<file path="src/rtl/bim_pkg.sv">
package bim_pkg;
  localparam int INDEX_WIDTH_DEF  = 32;
  localparam int LENGTH_WIDTH_DEF = 16;
  localparam int CFG_ADDR_WIDTH   = 3;

  localparam logic [1:0] MODE_CIRCULANT = 2'd0;
  localparam logic [1:0] MODE_NEUMANN   = 2'd1;
  localparam logic [1:0] MODE_DIRICHLET = 2'd2;
  localparam logic [1:0] MODE_SLIDING   = 2'd3;

  localparam logic REG_MODE   = 1'b0;
  localparam logic REG_LENGTH = 1'b1;
endpackage

</file>
<file path="src/rtl/boundary_index_mapper.sv">
// Boundary index mapper. Each item is a signed index that is folded onto an
// axis of the configured length, by wrap or reflection as the mode register
// selects, together with its floor period index and a negate flag. One item
// is taken in every cycle, and busy never rises. A result appears on the out_
// ports for one cycle, marked by out_valid; it passes the input register, the
// restoring divider, which resolves one quotient bit per pipeline stage, and
// the output register. The receiver cannot stall the block, so results must
// be taken as they appear. The user must write the registers only while no
// item is in flight; the block itself does not enforce this.
module boundary_index_mapper #(
  parameter int INDEX_WIDTH  = bim_pkg::INDEX_WIDTH_DEF,
  parameter int LENGTH_WIDTH = bim_pkg::LENGTH_WIDTH_DEF
) (
  input  logic                                 clk,
  input  logic                                 rst_n,
  input  logic                                 start,
  output logic                                 busy,
  input  logic signed [INDEX_WIDTH-1:0]        in_raw_index,
  output logic                                 out_valid,
  output logic        [LENGTH_WIDTH-1:0]       out_mapped_index,
  output logic                                 out_negate,
  output logic signed [INDEX_WIDTH-1:0]        out_period_index,
  input  logic                                 psel,
  input  logic                                 penable,
  input  logic                                 pwrite,
  input  logic        [bim_pkg::CFG_ADDR_WIDTH-1:0] paddr,
  input  logic        [31:0]                   pwdata,
  output logic        [31:0]                   prdata,
  output logic                                 pready
);
  import bim_pkg::*;

  localparam int NST = INDEX_WIDTH;
  localparam int RW  = LENGTH_WIDTH + 1;

  logic [1:0]              mode_r;
  logic [LENGTH_WIDTH-1:0] len_r;
  logic [LENGTH_WIDTH-1:0] m_eff;
  logic                    wr_en;

  assign pready = 1'b1;
  assign busy   = 1'b0;
  assign wr_en  = psel && penable && pwrite && pready;
  assign m_eff  = (len_r == '0) ? LENGTH_WIDTH'(1) : len_r;

  always_ff @(posedge clk) begin
    if (!rst_n) begin
      mode_r <= MODE_CIRCULANT;
      len_r  <= LENGTH_WIDTH'(1);
    end else if (wr_en) begin
      case (paddr[2])
        REG_MODE:   mode_r <= pwdata[1:0];
        REG_LENGTH: len_r  <= pwdata[LENGTH_WIDTH-1:0];
        default:    ;
      endcase
    end
  end

  always_comb begin
    case (paddr[2])
      REG_MODE:   prdata = 32'(mode_r);
      REG_LENGTH: prdata = 32'(len_r);
      default:    prdata = '0;
    endcase
  end

  logic                    vld_r [NST+1];
  logic                    sgn_r [NST+1];
  logic [INDEX_WIDTH-1:0]  quo_r [NST+1];
  logic [RW-1:0]           rem_r [NST+1];

  always_ff @(posedge clk) begin
    if (!rst_n) begin
      vld_r[0] <= 1'b0;
    end else begin
      vld_r[0] <= start && !busy;
    end
    sgn_r[0] <= in_raw_index[INDEX_WIDTH-1];
    quo_r[0] <= in_raw_index[INDEX_WIDTH-1] ? ~in_raw_index : in_raw_index;
    rem_r[0] <= '0;
  end

  for (genvar s = 0; s < NST; s++) begin : g_div
    logic [RW-1:0] trial;
    logic [RW-1:0] diff;
    logic          fits;

    assign trial = {rem_r[s][LENGTH_WIDTH-1:0], quo_r[s][INDEX_WIDTH-1]};
    assign fits  = trial >= {1'b0, m_eff};
    assign diff  = trial - {1'b0, m_eff};

    always_ff @(posedge clk) begin
      if (!rst_n) begin
        vld_r[s+1] <= 1'b0;
      end else begin
        vld_r[s+1] <= vld_r[s];
      end
      sgn_r[s+1] <= sgn_r[s];
      quo_r[s+1] <= {quo_r[s][INDEX_WIDTH-2:0], fits};
      rem_r[s+1] <= fits ? diff : trial;
    end
  end

  logic [LENGTH_WIDTH-1:0] rem_fin;
  logic [LENGTH_WIDTH-1:0] mod_val;
  logic [INDEX_WIDTH-1:0]  per_val;
  logic                    odd;
  logic                    out_valid_r;
  logic [LENGTH_WIDTH-1:0] mapped_r;
  logic                    negate_r;
  logic [INDEX_WIDTH-1:0]  period_r;

  assign rem_fin = rem_r[NST][LENGTH_WIDTH-1:0];
  assign mod_val = sgn_r[NST] ? (m_eff - LENGTH_WIDTH'(1) - rem_fin) : rem_fin;
  assign per_val = sgn_r[NST] ? ~quo_r[NST] : quo_r[NST];
  assign odd     = per_val[0];

  always_ff @(posedge clk) begin
    if (!rst_n) begin
      out_valid_r <= 1'b0;
    end else begin
      out_valid_r <= vld_r[NST];
    end
    if (mode_r != MODE_CIRCULANT && odd) begin
      mapped_r <= m_eff - LENGTH_WIDTH'(1) - mod_val;
    end else begin
      mapped_r <= mod_val;
    end
    negate_r <= (mode_r == MODE_DIRICHLET) && odd;
    period_r <= per_val;
  end

  assign out_valid        = out_valid_r;
  assign out_mapped_index = mapped_r;
  assign out_negate       = negate_r;
  assign out_period_index = period_r;
endmodule

</file>
<file path="config.mk">
export PLATFORM = sky130hd
export DESIGN_NAME = boundary_index_mapper
export DESIGN_NICKNAME = d
export VERILOG_FILES = /design/src/rtl/bim_pkg.sv /design/src/rtl/boundary_index_mapper.sv
export SDC_FILE = /design/constraint.sdc
export NUM_CORES = 2
export LEC_CHECK = 0
export ABC_AREA = 1
export BUFFER_PORTS_ARGS = -buffer_cell sky130_fd_sc_hd__buf_2
export CAP_MARGIN = 20
export CORE_ASPECT_RATIO = 1.4
export CORE_MARGIN = 5
export CORE_UTILIZATION = 62
export CTS_BUF_LIST = sky130_fd_sc_hd__clkbuf_4 sky130_fd_sc_hd__clkbuf_8 sky130_fd_sc_hd__clkbuf_16
export CTS_CLUSTER_DIAMETER = 150
export DETAILED_ROUTE_END_ITERATION = 10
export PLACE_DENSITY = 0.78
export SETUP_SLACK_MARGIN = 0.1
export SYNTH_ARGS = -nofsm -noshare
export SYNTH_HDL_FRONTEND = slang
export SYNTH_SLANG_ARGS = --single-unit
</file>
<file path="constraint.sdc">
create_clock -name clk -period 5.7 [get_ports clk]
set_input_delay 0.57 -clock clk [delete_from_list [all_inputs] [get_ports clk]]
set_output_delay 0.57 -clock clk [all_outputs]
set_load 0.02 [all_outputs]
</file>
Word-level counts from Yosys, hierarchy flattened
Memory sizes are Yosys's and may differ from the RTL's. A register that Yosys moved wholly into a read port is not among the register bits.
Index checks and enable logic that the tools add are counted.
{"block": "op_classes", "n_addsub": 35, "order_cmp": 32, "n_eq_ne": 1, "n_mux": 73, "bitwise": 36, "n_reduce_logical": 9}
{"op": "17-bit by 16-bit >= comparator with 1-bit output", "n": 32}
{"op": "17-bit 2-to-1 mux", "n": 32}
{"op": "17-bit by 16-bit subtractor with 17-bit output", "n": 32}
{"op": "32-bit 2-to-1 mux", "n": 2}
{"op": "32-bit NOT", "n": 2}
{"op": "32-bit case mux with 2 select lines", "n": 1}
{"op": "16-bit 2-to-1 mux", "n": 3}
{"op": "1-bit 2-to-1 mux", "n": 35}
{"op": "1-bit bitwise OR", "n": 33}
{"op": "16-bit subtractor", "n": 2}
{"op": "16-bit zero test", "n": 1}
{"op": "16-bit by 1-bit subtractor with 16-bit output, second input constant", "n": 1}
{"op": "1-bit logical AND", "n": 4}
{"op": "2-bit AND reduction", "n": 2}
{"op": "2-bit == test, second input constant", "n": 1}
{"op": "2-bit nonzero test", "n": 1}
{"op": "1-bit zero test", "n": 1}
{"op": "1-bit NOT", "n": 1}
{"block": "word_totals", "regBits": 67, "ram_bits": 1683, "in_bits": 73, "output_inout_bits": 84, "word_cells": 195, "memories": 4}
{"name": "quo_r", "depth": 33, "word_bits": 32, "rd": 33, "rd_clocked_by_memory_dff": 0, "write_ports": 33, "line": "boundary_index_mapper.sv:69", "rtl": "logic [INDEX_WIDTH-1:0] quo_r [NST+1];"}
{"name": "rem_r", "depth": 33, "word_bits": 17, "rd": 33, "rd_clocked_by_memory_dff": 0, "write_ports": 33, "line": "boundary_index_mapper.sv:70", "rtl": "logic [RW-1:0] rem_r [NST+1];"}
{"name": "sgn_r", "depth": 33, "word_bits": 1, "rd": 33, "rd_clocked_by_memory_dff": 0, "write_ports": 33, "line": "boundary_index_mapper.sv:68", "rtl": "logic sgn_r [NST+1];"}
{"name": "vld_r", "depth": 33, "word_bits": 1, "rd": 33, "rd_clocked_by_memory_dff": 1, "write_ports": 33, "line": "boundary_index_mapper.sv:67", "rtl": "logic vld_r [NST+1];"}

Logic depth before layout (Yosys ltp)
{"block": "depth", "depth_word": 7, "depth_mapped": 34, "depth_no_buf": 33}

Least setup slack after synthesis
OpenSTA, ideal clock, no wires.
{"block": "synth_path", "path_kind": "register to register", "from": "register len_r[7]", "to": "register mapped_r[15] (netlist: out_mapped_index[15])", "setup_ns": 0.058, "arrival_ns": 4.518, "required_time_ns": 5.642, "path_slack_ns": 1.124, "path_stages_with_launch": 32, "path_buffers": 1, "synth_period_minus_slack_ns": 4.576, "path_cell_list": "dfxtp_1 -> clkbuf_2 -> nor2_1 -> nand2_1 -> nor2_1 -> nand2_1 -> nand2_1 -> inv_1 -> ha_1 -> nand2_1 -> nor2_1 -> nand3_1 -> xor2_1 -> ha_1 -> inv_1 -> nor3_1 -> nand4_1 -> or2_1 -> a21o_1 -> nand3_1 -> nand2_1 -> ha_1 -> nand2_1 -> nor2_1 -> nor2_1 -> nand2_1 -> a21oi_1 -> inv_1 -> nand2_1 -> nand3_1 -> nand3b_1 -> nand2_1"}
{"block": "synth_via", "elab_chain_cells": 7}
{"item": "start, declared", "line": "boundary_index_mapper.sv:37", "rtl": "logic [LENGTH_WIDTH-1:0] len_r;"}
{"item": "start signal, assigned", "line": "boundary_index_mapper.sv:53", "rtl": "REG_LENGTH: len_r <= pwdata[LENGTH_WIDTH-1:0];"}
{"item": "16-bit zero test", "line": "boundary_index_mapper.sv:44", "rtl": "assign m_eff = (len_r == '0) ? LENGTH_WIDTH'(1) : len_r;"}
{"item": "16-bit 2-to-1 mux *", "line": "boundary_index_mapper.sv:44"}
{"item": "16-bit by 1-bit subtractor with 16-bit output *", "line": "boundary_index_mapper.sv:114, boundary_index_mapper.sv:125"}
{"item": "16-bit subtractor", "line": "boundary_index_mapper.sv:114", "rtl": "assign mod_val = sgn_r[NST] ? (m_eff - LENGTH_WIDTH'(1) - rem_fin) : rem_fin;"}
{"item": "16-bit 2-to-1 mux", "line": "boundary_index_mapper.sv:114"}
{"item": "16-bit subtractor", "line": "boundary_index_mapper.sv:125", "rtl": "mapped_r <= m_eff - LENGTH_WIDTH'(1) - mod_val;"}
{"item": "16-bit 2-to-1 mux *", "line": "boundary_index_mapper.sv:124", "rtl": "if (mode_r != MODE_CIRCULANT && odd) begin"}
{"item": "end signal, assigned", "line": "boundary_index_mapper.sv:125"}
{"item": "end signal, assigned", "line": "boundary_index_mapper.sv:127", "rtl": "mapped_r <= mod_val;"}
{"item": "end, declared", "line": "boundary_index_mapper.sv:109", "rtl": "logic [LENGTH_WIDTH-1:0] mapped_r;"}
Every way passes the cells marked *; elsewhere a longest branch is shown, timed or not.
A chain may end at the register's enable or synchronous reset.

Worst setup path after layout
{"block": "layout_path", "from": "register len_r[2]", "to": "register mapped_r[15] (netlist: out_mapped_index[15])"}
Same word-level chain as after synthesis.

==> out/metrics.csv <==
metric,value,unit
drive_gt1_share,9.09,%
min-delay-path-class,in2reg,
fp.dieH,405,um
routed_via_density,5.41,
ir_worst_vdd,0.000432,V
max_stage_delay,0.52,ns
finalSetupViolations,0,
start_util,62.2,%
path_max_fanout,8,
async_flop_share,0,%
hold_viol_final,0,
path_clk_slew,0.06,ns
critPathLaunchType,flip-flop,
fin_crit_sh,84.5,%
rsz0062_at_grt,false,
power_density,717,nW/um^2
path_buf_inv,2,
synth-main-ff-cell,dfxtp_1,
fill_cells,8602,
grt_pass1_wl,260000,um
dr.pass1.iters,6,
port_buffers,120,
clockBufferDepth,3,
cp_data_required_time,6.42,ns
dr.first_iter.drc_count,3243,
status,finished clean,
synth_edf_count,0,
critPathKind,reg2reg,
worstPathArrival,5.53,ns
grt-ovfl-total,0,
clock-sinks,1702,
dieArea,118000,sq um
setup_tns,0,ns
worstSetupEndpointType,flip-flop,
postLayoutCellArea,76800,sq um
syn_to_final_growth,11.0,%
drcViolationCount,0,
h-tree-depth,4,
cts_root_buffer,clkbuf_16,
min_period,4.82,ns
fin_nets,8485,
ys_ff_latch,1702,
multi_input_area,32000,sq um
cts-buffers-inserted,151,
cts_tree,yes,
skew,0.0408,ns
slew_viol_final,0,
yosysSeqAreaShare,49.2,%
cts_resized,0,
routed_wl,162000,um
antenna_found_initial,0,
post_cts_buffers,0,
leakagePower,37.1,nW
seqCellArea,34100,sq um
die_x,292,um
worstMarginPinSlew,0.990,ns
insertion_delay,0.80,ns
syn_area,69200,sq um
maxCapViolCount,0,
grt_usage,27.0,%
wl_per_cell,17.2,um
row_count,145,
slew_headroom,34.0,%
synthCells,7616,
max_freq,208,MHz
grt_pass1_vias,51500,
synth.distinct_cells,54,
worst_path_most_repeated_cell,nand2_1,
crit_family,simple AND/OR/NAND/NOR gates,
coreArea,111000,sq um
io_pins,157,
vias,51100,
cts_hold_buffers,31,
dpl.hpwl,113000,um
yosys_warnings,0,
avgSynthCellArea,9.08,sq um
finalWeightedCongestion,0.936,
grt_max_degree,53,
placed_area,71100,sq um
n_antenna_cell,0,
postRouteAntennaNets,0,
crit_slowest_cell,dfxtp_1,
## kinds of logic (layout without fill, tap and decap cells)
group	Yosys count	after routing	synth area share (%)
and+or+nand+nor	3277	3277	20.9
DFF	1702	1702	49.2
AOI/OAI and AO/OA	858	858	8.57
buffers and inverters	737	1079	4.65
adders and majority gates	562	562	10.5
xor gates and xnor gates	477	477	6.04
other	2	19	0.0109
muxes	1	1	0.0145
## synthesized netlist by cell type, types with 36 or more instances
cell	n	area [sq um]
nand2_4	59	664
buf_4	43	323
a21oi_1	300	1500
nor2_1	366	1370
a21o_1	73	548
o21bai_1	91	683
xnor2_1	101	885
dfxtp_1	1702	34100
nand4_1	83	519
o21ai_0	188	941
ha_1	529	6620
xor2_1	376	3290
nand3_1	668	3340
o21ai_2	36	315
nand2_1	1920	7210
inv_1	597	2240
## flip-flops by register name, indices dropped and copies added (netlist names)
name	cells
quo_r	1056
rem_r	512
sgn_r	33
vld_r	33
out_period_index	32
len_r	16
out_mapped_index	16
mode_r	2
out_negate	1
out_valid	1
## final timing paths
| check | end | cells after the start | slack, ns | startpoint |
|---|---|---|---|---|
| worst max-delay path | out_mapped_index[15] | 29 | 0.88 | len_r[2] |
| worst min-delay path | quo_r[0][0] | 2 | 0.05 | in_raw_index[0] |
| worst min register to register | quo_r[0][328] | 0 | 0.30 | quo_r[0][295] |
| worst max register to register | out_mapped_index[15] | 29 | 0.88 | len_r[2] |
## stage by stage
| step | total power, W | util [%] | hold WS, ns | setup WS, ns | std cells |
|---|---|---|---|---|---|
| detailed placement | 0.0443 | 64.0 | 0.312 | 0.920 | 9135 |
| global placement | 0.0438 | 64.0 | 0.309 | 0.857 | 9135 |
| global route | 0.0596 | 69.1 | 0.00911 | 0.440 | 9445 |
| CTS | 0.0552 | 69.1 | 0.00839 | 0.904 | 9444 |
| finish | 0.0551 | 69.1 | 0.0452 | 0.884 | 9445 |
| floorplan | 0.0385 | - | 0.310 | 1.12 | 7633 |
## power breakdown
group / internal (W) / switching, W
logic: 0.00954 / 0.0169
clock network: 0.00591 / 0.00466
registers: 0.0161 / 0.00197
## worst register-to-register path: cells and delay by family (launching register included)
family                   cells  cell delay (ns)
AND/OR/NAND/NOR             18             1.85
AO/OA/AOI/OAI                5             0.99
adder cells (fa/ha/maj)      3             0.98
flip-flops                   1             0.52
XOR/XNOR                     1             0.32
buffers and inverters        2             0.12
## cells in the final DEF (no fill, tap or decap), drive strengths merged, types with 55 or more instances in the layout
cell type,instances
ha,529
nand2,2005
o21ai,259
nand4,83
nor3,55
clkinv,59
dfxtp,1702
o21bai,91
clkbuf,193
buf,172
nor2,366
xnor2,101
a21oi,337
a21o,73
inv,604
xor2,376
nand3,696
## final cells by class
| class | instances | area share (%) |
|---|---|---|
| clock buffer | 193 | 5.51 |
| sequential | 1702 | 44.4 |
| timing repair buffer | 203 | 1.75 |
| multi-input combinational | 5194 | 41.6 |
| tap | 1470 | 2.39 |
| inverter | 598 | 2.92 |
| clock inverter | 85 | 1.46 |
## per-layer routing
| layer | track usage (%) | share of wire (%) | wire (um) |
|---|---|---|---|
| met1 | 30.2 | 39 | 62700 |
| met3 | 3.69 | 4.4 | 7090 |
| met2 | 49.1 | 50 | 81700 |
| met4 | 15.9 | 6.6 | 10800 |
| met5 | 0 | 0 | 0 |
(Power assumes the default switching activity.)
